==> config.mk <==
export PLATFORM = sky130hd
export DESIGN_NAME = modbus_rtu_frame_checker_top_flat
export DESIGN_NICKNAME = d
export VERILOG_FILES = /design/src/hdl/mrfc_pkg.sv /design/src/hdl/mrfc_if.sv /design/src/hdl/modbus_rtu_frame_checker_top.sv /design/src/flat_wrapper.sv
export SDC_FILE = /design/constraint.sdc
export NUM_CORES = 1
export LEC_CHECK = 0
export ABC_AREA = 0
export ABC_CLOCK_PERIOD_IN_PS = 4000
export BUFFER_PORTS_ARGS = -buffer_cell sky130_fd_sc_hd__buf_2
export CORE_ASPECT_RATIO = 0.6
export CORE_MARGIN = 8
export CORE_UTILIZATION = 40
export CTS_CLUSTER_DIAMETER = 30
export DETAILED_ROUTE_END_ITERATION = 6
export MAX_ROUTING_LAYER = met4
export PLACE_DENSITY_LB_ADDON = 0.15
export SLEW_MARGIN = 20
export SYNTH_ARGS = -nofsm -noshare
export SYNTH_HDL_FRONTEND = slang
export SYNTH_SLANG_ARGS = --single-unit
==> constraint.sdc <==
create_clock -name clock -period 4 [get_ports clock]
set_clock_uncertainty 0.15 [all_clocks]
set_input_delay 0.8 -clock clock [delete_from_list [all_inputs] [get_ports clock]]
set_output_delay 0.8 -clock clock [all_outputs]
set_load 0.02 [all_outputs]
==> src/hdl/mrfc_pkg.sv <==
package mrfc_pkg;

   localparam int unsigned BYTE_W  = 8;
   localparam int unsigned CRC_W   = 16;
   localparam int unsigned STAT_W  = 16;
   localparam int unsigned PLEN_W  = 8;
   localparam int unsigned HDR_CRC_BYTES = 3;

   localparam logic [CRC_W-1:0]  CRC_POLY = 16'hA001;
   localparam logic [CRC_W-1:0]  CRC_INIT = 16'hFFFF;
   localparam logic [BYTE_W-1:0] BROADCAST_ADDR = 8'h00;
   localparam logic [BYTE_W-1:0] SLAVE_ADDR_RESET = 8'h01;

   typedef enum logic [2:0] {
      ST_OK    = 3'd0,
      ST_RXERR = 3'd1,
      ST_SHORT = 3'd2,
      ST_LONG  = 3'd3,
      ST_CRC   = 3'd4,
      ST_ADDR  = 3'd5
   } status_type;

   // reflected crc-16, one byte, eight shift steps
   function automatic logic [CRC_W-1:0] crc_feed(input logic [CRC_W-1:0] crc,
                                                  input logic [BYTE_W-1:0] b);
      logic [CRC_W-1:0] c;
      c = crc ^ {{(CRC_W-BYTE_W){1'b0}}, b};
      for (int k = 0; k < BYTE_W; k++) begin
         if (c[0]) begin
            c = (c >> 1) ^ CRC_POLY;
         end else begin
            c = c >> 1;
         end
      end
      return c;
   endfunction

endpackage

==> src/hdl/mrfc_if.sv <==
interface mrfc_req_if import mrfc_pkg::*; ();
   logic              valid;
   logic              ready;
   logic [BYTE_W-1:0] data_byte;
   logic              end_of_frame;
   logic              rx_error;

   modport source (output valid, data_byte, end_of_frame, rx_error, input ready);
   modport sink   (input valid, data_byte, end_of_frame, rx_error, output ready);
endinterface

interface mrfc_rsp_if import mrfc_pkg::*; ();
   logic              valid;
   logic              ready;
   status_type        status;
   logic [BYTE_W-1:0] station;
   logic [BYTE_W-1:0] function_code;
   logic [PLEN_W-1:0] pdu_length;
   logic              is_broadcast;
   logic [STAT_W-1:0] bus_message_count;
   logic [STAT_W-1:0] comm_error_count;
   logic [STAT_W-1:0] slave_message_count;
   logic [STAT_W-1:0] no_response_count;

   modport source (output valid, status, station, function_code, pdu_length, is_broadcast,
                   bus_message_count, comm_error_count, slave_message_count,
                   no_response_count, input ready);
   modport sink   (input valid, status, station, function_code, pdu_length, is_broadcast,
                   bus_message_count, comm_error_count, slave_message_count,
                   no_response_count, output ready);
endinterface

interface mrfc_csr_if import mrfc_pkg::*; ();
   logic              valid;
   logic              ready;
   logic [BYTE_W-1:0] data;

   modport source (output valid, data, input ready);
   modport sink   (input valid, data, output ready);
endinterface

==> src/hdl/modbus_rtu_frame_checker_top.sv <==
// Modbus RTU receive-frame checker. Bytes of a frame arrive one per beat on req_ch,
// address first and CRC high byte last, with end_of_frame on the final byte. Each byte
// goes through an input register and then the CRC/length/address logic, so a new byte
// is taken every cycle; the frame-end beat needs the result register free (or being
// drained) to move on. One result per frame is held in the result register and shown
// on rsp_ch once its last byte has left the input register, carrying status, header
// fields and the four wrapping statistics counters. The own station address is written
// through csr_ch (always ready, reset 1) and should only be changed between frames.
module modbus_rtu_frame_checker_top import mrfc_pkg::*; #(
   parameter int unsigned MIN_FRAME = 4,
   parameter int unsigned MAX_FRAME = 256
) (
   input  logic        clock,
   input  logic        reset,
   mrfc_req_if.sink    req_ch,
   mrfc_rsp_if.source  rsp_ch,
   mrfc_csr_if.sink    csr_ch
);

   localparam int unsigned CNT_W = $clog2(MAX_FRAME + 2);
   localparam logic [CNT_W-1:0] CNT_MAX = CNT_W'(MAX_FRAME);
   localparam logic [CNT_W-1:0] CNT_MIN = CNT_W'(MIN_FRAME);
   localparam logic [CNT_W-1:0] CNT_HDR = CNT_W'(HDR_CRC_BYTES);

   // configuration
   logic [BYTE_W-1:0] slave_addr_ff;

   // input register
   logic              s1_valid_ff;
   logic [BYTE_W-1:0] s1_byte_ff;
   logic              s1_eof_ff;
   logic              s1_err_ff;

   // per-frame state
   logic [CRC_W-1:0]  crc_run_ff, crc_d0_ff;
   logic [BYTE_W-1:0] prev_byte_ff;
   logic [CNT_W-1:0]  count_ff;
   logic [BYTE_W-1:0] first_ff, second_ff;
   logic              err_seen_ff;

   // statistics
   logic [STAT_W-1:0] bus_cnt_ff, comm_cnt_ff, slave_cnt_ff, nores_cnt_ff;

   // result register
   logic              rsp_valid_ff;
   status_type        rsp_status_ff;
   logic [BYTE_W-1:0] rsp_station_ff, rsp_func_ff;
   logic [PLEN_W-1:0] rsp_plen_ff;
   logic              rsp_bcast_ff;

   logic              req_fire, s1_advance, s1_fire, frame_end;
   logic [CRC_W-1:0]  crc_run_in, rx_crc;
   logic [CNT_W-1:0]  count_in;
   logic [BYTE_W-1:0] first_in, second_in;
   logic              err_seen_in, bcast;
   status_type        status_in;
   logic [PLEN_W-1:0] plen_in;
   logic              rsp_valid_in;

   assign csr_ch.ready = 1'b1;

   // frame-end beat waits while an untaken result sits in the output register
   assign s1_advance   = !(s1_eof_ff && rsp_valid_ff && !rsp_ch.ready);
   assign req_ch.ready = !s1_valid_ff || s1_advance;
   assign req_fire     = req_ch.valid && req_ch.ready;
   assign s1_fire      = s1_valid_ff && s1_advance;
   assign frame_end    = s1_fire && s1_eof_ff;

   always_comb begin
      err_seen_in = err_seen_ff | s1_err_ff;
      first_in    = (count_ff == '0) ? s1_byte_ff : first_ff;
      second_in   = (count_ff == CNT_W'(1)) ? s1_byte_ff : second_ff;
      crc_run_in  = crc_feed(crc_run_ff, s1_byte_ff);
      count_in    = (count_ff <= CNT_MAX) ? count_ff + CNT_W'(1) : count_ff;
      // crc received low byte first: this byte is the high half
      rx_crc      = {s1_byte_ff, prev_byte_ff};
      bcast       = (first_in == BROADCAST_ADDR);

      if (err_seen_in) begin
         status_in = ST_RXERR;
      end else if (count_in < CNT_MIN) begin
         status_in = ST_SHORT;
      end else if (count_in > CNT_MAX) begin
         status_in = ST_LONG;
      end else if (crc_d0_ff != rx_crc) begin
         status_in = ST_CRC;
      end else if (first_in != slave_addr_ff && !bcast) begin
         status_in = ST_ADDR;
      end else begin
         status_in = ST_OK;
      end

      if (count_in >= CNT_HDR && count_in <= CNT_MAX) begin
         plen_in = PLEN_W'(count_in - CNT_HDR);
      end else begin
         plen_in = '0;
      end

      rsp_valid_in = frame_end || (rsp_valid_ff && !rsp_ch.ready);
   end

   always_ff @(posedge clock) begin
      if (reset) begin
         slave_addr_ff <= SLAVE_ADDR_RESET;
      end else if (csr_ch.valid) begin
         slave_addr_ff <= csr_ch.data;
      end
   end

   always_ff @(posedge clock) begin
      if (reset) begin
         s1_valid_ff <= 1'b0;
      end else if (req_ch.ready) begin
         s1_valid_ff <= req_ch.valid;
      end
   end

   always_ff @(posedge clock) begin
      if (req_fire) begin
         s1_byte_ff <= req_ch.data_byte;
         s1_eof_ff  <= req_ch.end_of_frame;
         s1_err_ff  <= req_ch.rx_error;
      end
   end

   // crc_d0 is the crc over all but the last two bytes when the last byte is here
   always_ff @(posedge clock) begin
      if (reset || frame_end) begin
         crc_run_ff   <= CRC_INIT;
         crc_d0_ff    <= CRC_INIT;
         prev_byte_ff <= '0;
         count_ff     <= '0;
         first_ff     <= '0;
         second_ff    <= '0;
         err_seen_ff  <= 1'b0;
      end else if (s1_fire) begin
         crc_run_ff   <= crc_run_in;
         crc_d0_ff    <= crc_run_ff;
         prev_byte_ff <= s1_byte_ff;
         count_ff     <= count_in;
         first_ff     <= first_in;
         second_ff    <= second_in;
         err_seen_ff  <= err_seen_in;
      end
   end

   always_ff @(posedge clock) begin
      if (reset) begin
         bus_cnt_ff   <= '0;
         comm_cnt_ff  <= '0;
         slave_cnt_ff <= '0;
         nores_cnt_ff <= '0;
      end else if (frame_end) begin
         if (status_in == ST_OK || status_in == ST_ADDR) begin
            bus_cnt_ff <= bus_cnt_ff + STAT_W'(1);
         end else begin
            comm_cnt_ff <= comm_cnt_ff + STAT_W'(1);
         end
         if (status_in == ST_OK) begin
            slave_cnt_ff <= slave_cnt_ff + STAT_W'(1);
            if (bcast) begin
               nores_cnt_ff <= nores_cnt_ff + STAT_W'(1);
            end
         end
      end
   end

   always_ff @(posedge clock) begin
      if (reset) begin
         rsp_valid_ff <= 1'b0;
      end else begin
         rsp_valid_ff <= rsp_valid_in;
      end
   end

   always_ff @(posedge clock) begin
      if (frame_end) begin
         rsp_status_ff  <= status_in;
         rsp_station_ff <= first_in;
         rsp_func_ff    <= second_in;
         rsp_plen_ff    <= plen_in;
         rsp_bcast_ff   <= (status_in == ST_OK) && bcast;
      end
   end

   assign rsp_ch.valid               = rsp_valid_ff;
   assign rsp_ch.status              = rsp_status_ff;
   assign rsp_ch.station             = rsp_station_ff;
   assign rsp_ch.function_code       = rsp_func_ff;
   assign rsp_ch.pdu_length          = rsp_plen_ff;
   assign rsp_ch.is_broadcast        = rsp_bcast_ff;
   assign rsp_ch.bus_message_count   = bus_cnt_ff;
   assign rsp_ch.comm_error_count    = comm_cnt_ff;
   assign rsp_ch.slave_message_count = slave_cnt_ff;
   assign rsp_ch.no_response_count   = nores_cnt_ff;

endmodule
==> src/flat_wrapper.sv <==
// flat-port wrapper written by rule: the top's interface ports become plain ports
module modbus_rtu_frame_checker_top_flat import mrfc_pkg::*;
#(
   parameter int unsigned MIN_FRAME = 4,
   parameter int unsigned MAX_FRAME = 256
)
  (clock, reset, req_ch_valid, req_ch_data_byte, req_ch_end_of_frame, req_ch_rx_error, req_ch_ready, rsp_ch_valid, rsp_ch_status, rsp_ch_station, rsp_ch_function_code, rsp_ch_pdu_length, rsp_ch_is_broadcast, rsp_ch_bus_message_count, rsp_ch_comm_error_count, rsp_ch_slave_message_count, rsp_ch_no_response_count, rsp_ch_ready, csr_ch_valid, csr_ch_data, csr_ch_ready);
  mrfc_req_if req_ch_i ();
  mrfc_rsp_if rsp_ch_i ();
  mrfc_csr_if csr_ch_i ();
  input  logic clock;
  input  logic reset;
  input wire logic [$bits(req_ch_i.valid)-1:0] req_ch_valid;
  input wire logic [$bits(req_ch_i.data_byte)-1:0] req_ch_data_byte;
  input wire logic [$bits(req_ch_i.end_of_frame)-1:0] req_ch_end_of_frame;
  input wire logic [$bits(req_ch_i.rx_error)-1:0] req_ch_rx_error;
  output wire logic [$bits(req_ch_i.ready)-1:0] req_ch_ready;
  output wire logic [$bits(rsp_ch_i.valid)-1:0] rsp_ch_valid;
  output wire logic [$bits(rsp_ch_i.status)-1:0] rsp_ch_status;
  output wire logic [$bits(rsp_ch_i.station)-1:0] rsp_ch_station;
  output wire logic [$bits(rsp_ch_i.function_code)-1:0] rsp_ch_function_code;
  output wire logic [$bits(rsp_ch_i.pdu_length)-1:0] rsp_ch_pdu_length;
  output wire logic [$bits(rsp_ch_i.is_broadcast)-1:0] rsp_ch_is_broadcast;
  output wire logic [$bits(rsp_ch_i.bus_message_count)-1:0] rsp_ch_bus_message_count;
  output wire logic [$bits(rsp_ch_i.comm_error_count)-1:0] rsp_ch_comm_error_count;
  output wire logic [$bits(rsp_ch_i.slave_message_count)-1:0] rsp_ch_slave_message_count;
  output wire logic [$bits(rsp_ch_i.no_response_count)-1:0] rsp_ch_no_response_count;
  input wire logic [$bits(rsp_ch_i.ready)-1:0] rsp_ch_ready;
  input wire logic [$bits(csr_ch_i.valid)-1:0] csr_ch_valid;
  input wire logic [$bits(csr_ch_i.data)-1:0] csr_ch_data;
  output wire logic [$bits(csr_ch_i.ready)-1:0] csr_ch_ready;
  assign req_ch_i.valid = req_ch_valid;
  assign req_ch_i.data_byte = req_ch_data_byte;
  assign req_ch_i.end_of_frame = req_ch_end_of_frame;
  assign req_ch_i.rx_error = req_ch_rx_error;
  assign req_ch_ready = req_ch_i.ready;
  assign rsp_ch_valid = rsp_ch_i.valid;
  assign rsp_ch_status = rsp_ch_i.status;
  assign rsp_ch_station = rsp_ch_i.station;
  assign rsp_ch_function_code = rsp_ch_i.function_code;
  assign rsp_ch_pdu_length = rsp_ch_i.pdu_length;
  assign rsp_ch_is_broadcast = rsp_ch_i.is_broadcast;
  assign rsp_ch_bus_message_count = rsp_ch_i.bus_message_count;
  assign rsp_ch_comm_error_count = rsp_ch_i.comm_error_count;
  assign rsp_ch_slave_message_count = rsp_ch_i.slave_message_count;
  assign rsp_ch_no_response_count = rsp_ch_i.no_response_count;
  assign rsp_ch_i.ready = rsp_ch_ready;
  assign csr_ch_i.valid = csr_ch_valid;
  assign csr_ch_i.data = csr_ch_data;
  assign csr_ch_ready = csr_ch_i.ready;
  modbus_rtu_frame_checker_top #(.MIN_FRAME(MIN_FRAME), .MAX_FRAME(MAX_FRAME)) u_core (.clock(clock), .reset(reset), .req_ch(req_ch_i), .rsp_ch(rsp_ch_i), .csr_ch(csr_ch_i));
endmodule
==> results by group <==
Yosys
  • Library cells used by synthesis: 61
  • Synth cell count leaders: dfxtp_1 (135), nand2_1 (120), a21oi_1 (73), nor2_1 (72), nand3_1 (43)
  • Synth top area share: 33.8%
  • Async SR Flop Fraction: 0%
  • Sequential element share of the synthesized area: 48.1%
  • Mapped Area: 7990 um^2
  • Number of synthesized register bits: 173
  • Number of synthesized flops with an enable pin: 38
  • Synthesized net count: 897
  • Synth top area cells: dfxtp_1 (34%), edfxtp_1 (14%), nand2_1 (5.6%), xnor2_1 (4.6%), a21oi_1 (4.6%)
  • Synthesized instance count: 866
  • Warnings from Yosys: 0
  • Most frequent cell after synthesis: dfxtp_1
  • Synth Area per Inst: 9.23 um^2
  • Yosys top cell by area: dfxtp_1
  • Main synth FF type: dfxtp_1

Worst setup path
  • Critical path class: reg2reg
  • Slowest cell on crit path: or4_1
  • CP max stage delay: 0.59 ns
  • CP Launch Type: flip-flop
  • Critical Path Sink Type: flip-flop
  • Largest fanout on the critical path: 28
  • Crit path DAT: 3.75 ns
  • Worst reg-to-reg path cell count: 9
  • Crit path cell chain: ha_1, nand2_1, nor4_1, xnor2_1, nand4b_4, mux2_4, nand3_4, or4_1, a21oi_1
  • Required @ worst endpoint: 4.21 ns

Power
  • Power Dens Cells: 434 nW/um^2
  • Leakage power: 3.72 nW
  • Max VDD drop: 0.000324 V

Route
  • Routed WL per cell: 16.3 um
  • DRC Markers: 0
  • Initial DRC count: 515
  • Drt pass-1 iters: 5
  • Post-route ant nets: 0
  • Via count: 6,421
  • Final wirelength: 20.3 mm
  • Vias/cell: 5.15

STA
  • Final setup viols: 0
  • Setup TNS Final: 0 ns
  • Slew HR: 48.0%
  • Measured slew at the worst slew-check pin: 0.781 ns
  • Clock period minus worst slack: 3.55 ns
  • PnR worst setup slack: 0.455 ns
  • Post-route clock period utilization: 88.6%
  • Final Hold Violating Endpoints: 0
  • RSZ-0062 raised after global routing: false
  • Peak Freq: 282 MHz
  • Fin. max-slew vios: 0

Global routing
  • Antenna violations before repair: 0
  • First-pass GRT wire length: 32.6 mm
  • Largest net degree at the start of global routing: 43
  • GRT overflow: 0
  • Tot GR Track Use: 16.8%
  • Number of global-route vias before repair: 5,803

Clocking
  • Clock Pin Slew Worst Setup and Hold Paths: 0.07 ns
  • Cells resized by post-CTS repair: 0
  • CTS max path bufs: 2
  • Num CTS Buffers: 17
  • Post-CTS Setup Inserts: 0
  • H-tree depth: 4
  • CTS tree: done
  • Hold-fix buffers at CTS: 0
  • Cell at the root of the clock tree: clkbuf_16
  • Number of clock sinks: 173
  • Insertion delay to the later sink of the worst-skew pair: 0.43 ns

Final layout
  • Filler cell count in the final layout: 1,920
  • Ant. Diodes: 0
  • Nets: 993
  • Share of cells above drive strength 1: 19.6%
  • FF/Latch Area: 3840 um^2
  • Fin util: 47.5%
  • Final instance area: 9410 um^2
  • Final cell count without fillers: 1,248
  • Layout area overhead: 17.8%
  • Multi-input logic area: 3860 um^2

Outcome
  • Status: finished, final reports clean

Worst hold path
  • Worst hold path type: reg2reg
  • Hold Crit Depth: 2

Flow run
  • Max Cap Viol: 0

Die
  • Ports: 118
  • Starting density of the core: 40.3%
  • Die H: 125 um
  • Site Rows: 40
  • Die width: 198 um
  • Area of the die: 24,900 um^2
  • CORE AREA: 19,800 um^2

Place
  • Hpwl dp: 14.5 mm
  • Area after DPL: 8780 um^2
  • Placed cells: 1,216
  • Placer congestion estimate: 0.816
  • Port Buffers: 116
  • Setup slack at placement: 0.312 ns
## worst max-delay path: cells and delay by family, from the launching register on
kind                     cells  cell delay [ns]
AO/OA/AOI/OAI                1             0.14
XOR/XNOR                     1             0.29
adder cells (fa/ha/maj)      1             0.39
flip-flops                   1             0.54
multiplexers                 1             0.45
AND/OR/NAND/NOR              5             1.50
## metrics by stage
stage | power (W) | hold slack, ns
6_report | 0.00409 | 0.303
5_1_grt | 0.00425 | 0.329
4_1_cts | 0.00413 | 0.306
3_5_place_dp | 0.00239 | 0.296
3_3_place_gp | 0.00239 | 0.289
2_1_floorplan | 0.00228 | 0.283
## logic make-up after synthesis
group                    share of synthesized area (%)
AND/OR/NAND/NOR                                   21.8
flip-flops                                        48.1
AO/OA/AOI/OAI                                     12.1
XOR/XNOR                                          8.71
buffers and inverters                             3.81
multiplexers                                      4.15
adder cells (fa/ha/maj)                           1.25
other                                           0.0469
## layout by cell type, fill, tap and decap left out, types with 12 or more instances in the layout
master / count
a211oi_1: 12
a21oi_1: 73
buf_2: 116
clkbuf_16: 17
dfxtp_1: 135
edfxtp_1: 38
inv_1: 25
mux2_2: 13
mux2i_1: 17
nand2_1: 119
nand3_1: 43
nand4_1: 16
nor2_1: 72
o21ai_0: 32
or3_1: 36
xnor2_1: 42
xor2_1: 33
## flip-flops by register name, summed over array words and instances (netlist names), 3 cells and up
register                           count
u_core.rsp_ch.pdu_length               8
u_core.s1_byte_ff                      8
u_core.slave_addr_ff                   8
u_core.rsp_ch.no_response_count       16
u_core.rsp_ch.function_code            8
u_core.count_ff                        9
u_core.rsp_ch.comm_error_count        16
u_core.rsp_ch.station                  8
u_core.rsp_ch.slave_message_count     16
u_core.rsp_ch.status                   3
u_core.crc_run_ff                     11
u_core.prev_byte_ff                    8
u_core.crc_d0_ff                      16
u_core.second_ff                       8
u_core.first_ff                        8
u_core.rsp_ch.bus_message_count       16
## report_power, final
group	switching (W)	internal [W]
combinational	0.000271	0.000180
sequential	0.0000585	0.00185
clock	0.000733	0.000994
## metal layers
layer | vias up | wire length (um) | part of all wire [%] | GRT usage (%)
met2 | 143 | 7820 | 38 | 21.5
met1 | 3010 | 11300 | 55 | 25.7
met3 | 16 | 1060 | 5.2 | 3.70
met5 | - | 0 | 0 | -
met4 | 0 | 209 | 1.0 | 4.30
li1 | 3252 | - | - | -
## path summary, 6_finish.rpt
kind,start,end,slack (ns)
hold reg to reg,u_core.second_ff[0],u_core.second_ff[0],0.30
setup / recovery,u_core.count_ff[0],u_core.rsp_ch.no_response_count[9],0.45
setup reg to reg,u_core.count_ff[0],u_core.rsp_ch.no_response_count[9],0.45
hold / removal,u_core.second_ff[0],u_core.second_ff[0],0.30
## cell type report
| class | instances | area share (%) |
|---|---|---|
| clock inverters | 15 | 1.98 |
| well taps | 273 | 3.63 |
| clock buffers | 17 | 4.52 |
| multi-input cells | 618 | 41.0 |
| inverters | 26 | 1.04 |
| repair buffers | 126 | 6.97 |
| flip-flops and latches | 173 | 40.8 |
Note: power is estimated with default switching activity, not from simulation.
